--- src/hw/rtl/flru_ram.sv ---
// Generic single-clock RAM: one write port, one read port, registered read.
// No package dependencies.
module flru_ram #(
  parameter int unsigned WIDTH = 8,
  parameter int unsigned DEPTH = 16
) (
  input  logic                     clk_i,
  input  logic                     we_i,
  input  logic [$clog2(DEPTH)-1:0] waddr_i,
  input  logic [WIDTH-1:0]         wdata_i,
  input  logic                     re_i,
  input  logic [$clog2(DEPTH)-1:0] raddr_i,
  output logic [WIDTH-1:0]         rdata_o
);

  logic [WIDTH-1:0] mem_q [DEPTH];
  logic [WIDTH-1:0] rdata_q;

  always_ff @(posedge clk_i) begin
    if (we_i) begin
      mem_q[waddr_i] <= wdata_i;
    end
    if (re_i) begin
      rdata_q <= mem_q[raddr_i];
    end
  end

  assign rdata_o = rdata_q;

endmodule

--- config.mk ---
export PLATFORM = sky130hd
export DESIGN_NAME = flru_ram
export DESIGN_NICKNAME = d
export VERILOG_FILES = /design/src/hw/rtl/flru_ram.sv
export SDC_FILE = /design/constraint.sdc
export NUM_CORES = 1
export LEC_CHECK = 0
export BUFFER_PORTS_ARGS = -buffer_cell sky130_fd_sc_hd__buf_4
export CELL_PAD_IN_SITES_DETAIL_PLACEMENT = 0
export CELL_PAD_IN_SITES_GLOBAL_PLACEMENT = 1
export CORE_MARGIN = 3
export CORE_UTILIZATION = 53
export CTS_CLUSTER_SIZE = 25
export DETAILED_ROUTE_END_ITERATION = 8
export GPL_TIMING_DRIVEN = 0
export PLACE_DENSITY_LB_ADDON = 0.1
export REMOVE_ABC_BUFFERS = 1
export SYNTH_ARGS = -nofsm -noshare
export SYNTH_HDL_FRONTEND = slang
export SYNTH_SLANG_ARGS = --single-unit
--- constraint.sdc ---
create_clock -name clk_i -period 2.3 [get_ports clk_i]
set_input_delay 0.115 -clock clk_i [delete_from_list [all_inputs] [get_ports clk_i]]
set_output_delay 0.115 -clock clk_i [all_outputs]
set_load 0.05 [all_outputs]
==> results.md <==
* Status: finished, final reports clean
* Non-filler cells, final at 417
* Clk_skew at 8.36 ps
* Pwr dens at 925 mW/mm²
* Post-synthesis sequential area ratio at 78.1%
* RSZ-0062 raised after global routing: false
* Post-route cell area at approximately 0.0062 mm²
* Setup crit end kind: register
* Crit Path Category: reg2reg
* R2R Path End: rdata_o[3]$_DFFE_PP_
* Final critical path time including I/O delays and setup at 1570 ps
* DRT Pass-1 Iters at 4
* Area share of the largest cell type after synthesis at 78.1%
* TNS Setup at 0 ps
* Min-delay worst type: in2reg
* DRC at 0
* Finish-stage setup viols at 0
* Area Growth Syn to Fin at 18.4%
* Root buf cell: clkbuf_8
* Yosys warning total at 0
* Die span in x at 105 µm
* Worst flop-to-flop path startpoint: mem_q[9][3]$_DFFE_PP_
* Initial antenna violation count at 0
* Max Cap Viol at 0
* Largest net degree at the start of global routing at 33
* Top post-synthesis cells by area: edfxtp_1 78%, mux4_2 7.8%, mux4_1 7.0%
* Placeable Area at between 0.009 and 0.01 mm²
* Post-detailed-route wirelength per cell at 23.1 µm
* Peak fanout along the critical path at 1
* Final ANT Viol Nets at 0
* Clock-pin slew on the worst setup and hold paths at 60 ps
* Via/cell ratio at 5.84
* CP required at 2540 ps
* GRT Overall Usage at 19.3%
* Fin. Hold Viols at 0
* Max-slew headroom at 38.9%
* Actual slew at the worst max-slew pin at 913 ps
* Maximum vdd drop at approximately 600 µV
* Multi-input logic area at approximately 0.0011 mm²
* CP startpoint: mem_q[9][3]$_DFFE_PP_
* DIE HEIGHT at 105 µm
* HPWL Detailed at 5700 µm
* Die area at 0.0111 mm²
* Vias post-DR at approximately 2,400
* Initial core utilization at 55.5%
* Seq cells post-synth at around 140
* Element type at the critical path start: register
* Worst-skew pair later-pin latency at roughly 510 ps
* Crit path capture: rdata_o[3]$_DFFE_PP_
* Reg-to-reg slack, setup at 730 ps
* # rows at 35
* Final worst-path cycle share at 68.4%
* Filler instances at a little over 600
* Dpl cells at 375
* Mean Syn Cell Area at 22.8 µm²
* DRT Wirelength at 9650 µm
* Cell variety after synth at 18
* Number of clock sinks at 136
* Final net count at 294
* Total gr overflow at 0
* Storage cell area at 0.00408 mm²
* DRT iter0 DRCs at about 190
* Pins over their slew limit at 0
* Critical Path AT at 1810 ps
* Post CTS Setup Buffer Count at 0
* P_leak at 2.07 nW
* Vias in the first global route at 2,546
* Inserted Clock Buffers at 17
* Placed Area at 0.00552 mm²
* Hold path start: waddr_i[1]
* Reg2Reg Depth at 3
* GP Congestion at between 0.7 and 0.8
* First-pass GRT wire length at approximately 15,000 µm
* Cell Area, Synth at 0.00523 mm²
* Share of layout cells above drive strength 1 at 27.4%
* # IOs at 27
* Synth area leader: edfxtp_1
* Htree depth at 4
* Final Hold Slack at 16.6 ps
* Fmax achieved at about 640 MHz
* Clock tree buffer depth at 2
* CTS tree: done
* Ant. Diodes at 0
* # port buffers at 26
* Cells after Synth at 229
[how the worst min path moves through the flow]
stage / slack [ps] / endpoint / cells after the start
floorplan: 210 / mem_q[0][0]$_DFFE_PP_ / 0
global placement: 400 / rdata_o[4]$_DFFE_PP_ / 1
detailed placement: 410 / rdata_o[4]$_DFFE_PP_ / 1
CTS: 30 / mem_q[0][3]$_DFFE_PP_ / 2
global route: 7 / mem_q[12][3]$_DFFE_PP_ / 2
finish: 20 / mem_q[12][3]$_DFFE_PP_ / 2
[registers in the layout, summed over array words and instances, names as in the netlist]
name / flops
rdata_o: 8
mem_q: 128
[cells in the mapped netlist]
cell / instances
a22oi_1: 16
and2_1: 1
and2b_1: 1
buf_2: 3
buf_4: 1
buf_6: 3
clkdlybuf4s25_2: 3
edfxtp_1: 136
mux4_1: 14
mux4_2: 18
nand2_1: 9
nand2b_1: 2
nand3_1: 1
nand3b_1: 2
nor2_1: 13
nor2b_1: 1
nor3_1: 4
or3b_2: 1
[placed cells by master, fill, tap and decap left out]
cell / n
edfxtp_1: 136
clkbuf_16: 16
nand3_1: 1
clkinv_1: 2
inv_6: 4
buf_2: 1
nor3_2: 2
mux4_1: 14
a22oi_1: 16
clkbuf_8: 1
nand2b_1: 2
bufinv_16: 2
clkinv_4: 6
or3b_2: 1
inv_8: 1
buf_4: 27
and2_1: 1
nor2b_1: 1
mux4_2: 18
nor2_1: 13
dlygate4sd3_1: 9
and2b_1: 1
nor3_1: 2
nand2_1: 9
nand3b_1: 2
[metal layers]
| layer | vias up | routed length [µm] | GRT usage [%] |
|---|---|---|---|
| li1 | 1080 | - | - |
| met1 | 1235 | 3990 | 27.0 |
| met2 | 107 | 4690 | 28.7 |
| met3 | 14 | 767 | 4.59 |
| met4 | 0 | 199 | 9.47 |
| met5 | - | 0 | 0 |
[power breakdown]
group	leakage (nW)	switching (mW)	internal, mW
Clock	0.285	1.05	1.56
Sequential	1.24	0.0131	2.79
Combinational	0.546	0.186	0.122
[what timing repair did]
| action | CTS | global route |
|---|---|---|
| resized for setup | 0 | 0 |
| hold buffers | 9 | 0 |
| endpoints found under the hold margin | 136 | 0 |
[cells by family after synthesis]
| family | synth area share (%) |
|---|---|
| multiplexers | 14.8 |
| AND/OR/NAND/NOR | 3.14 |
| buffers and inverters | 1.65 |
| AO/OA/AOI/OAI | 2.30 |
| flip-flops | 78.1 |
[layout make-up]
class,count,share of cell area (%)
Sequential cell,136,66.0
Multi-Input combinational cell,83,17.2
Clock buffer,17,6.69
Timing Repair Buffer,37,4.81
Clock inverter,15,2.69
Tap cell,129,2.61
[stage by stage]
| step | setup slack (ps) | power, mW | util [%] |
|---|---|---|---|
| global placement | 10.7 | 3.15 | 58.4 |
| detailed placement | 321 | 3.16 | 58.6 |
| floorplan | 692 | 3.01 | - |
| global route | 712 | 5.93 | 65.8 |
| CTS | 750 | 5.77 | 65.7 |
| finish | 727 | 5.73 | 65.8 |
[critical path, stage by stage, from the launching register on]
cell	delay, ps
edfxtp_1	350
mux4_1	500
a22oi_1	300
nand2_1	150
Power figures use the tool's default switching activity.
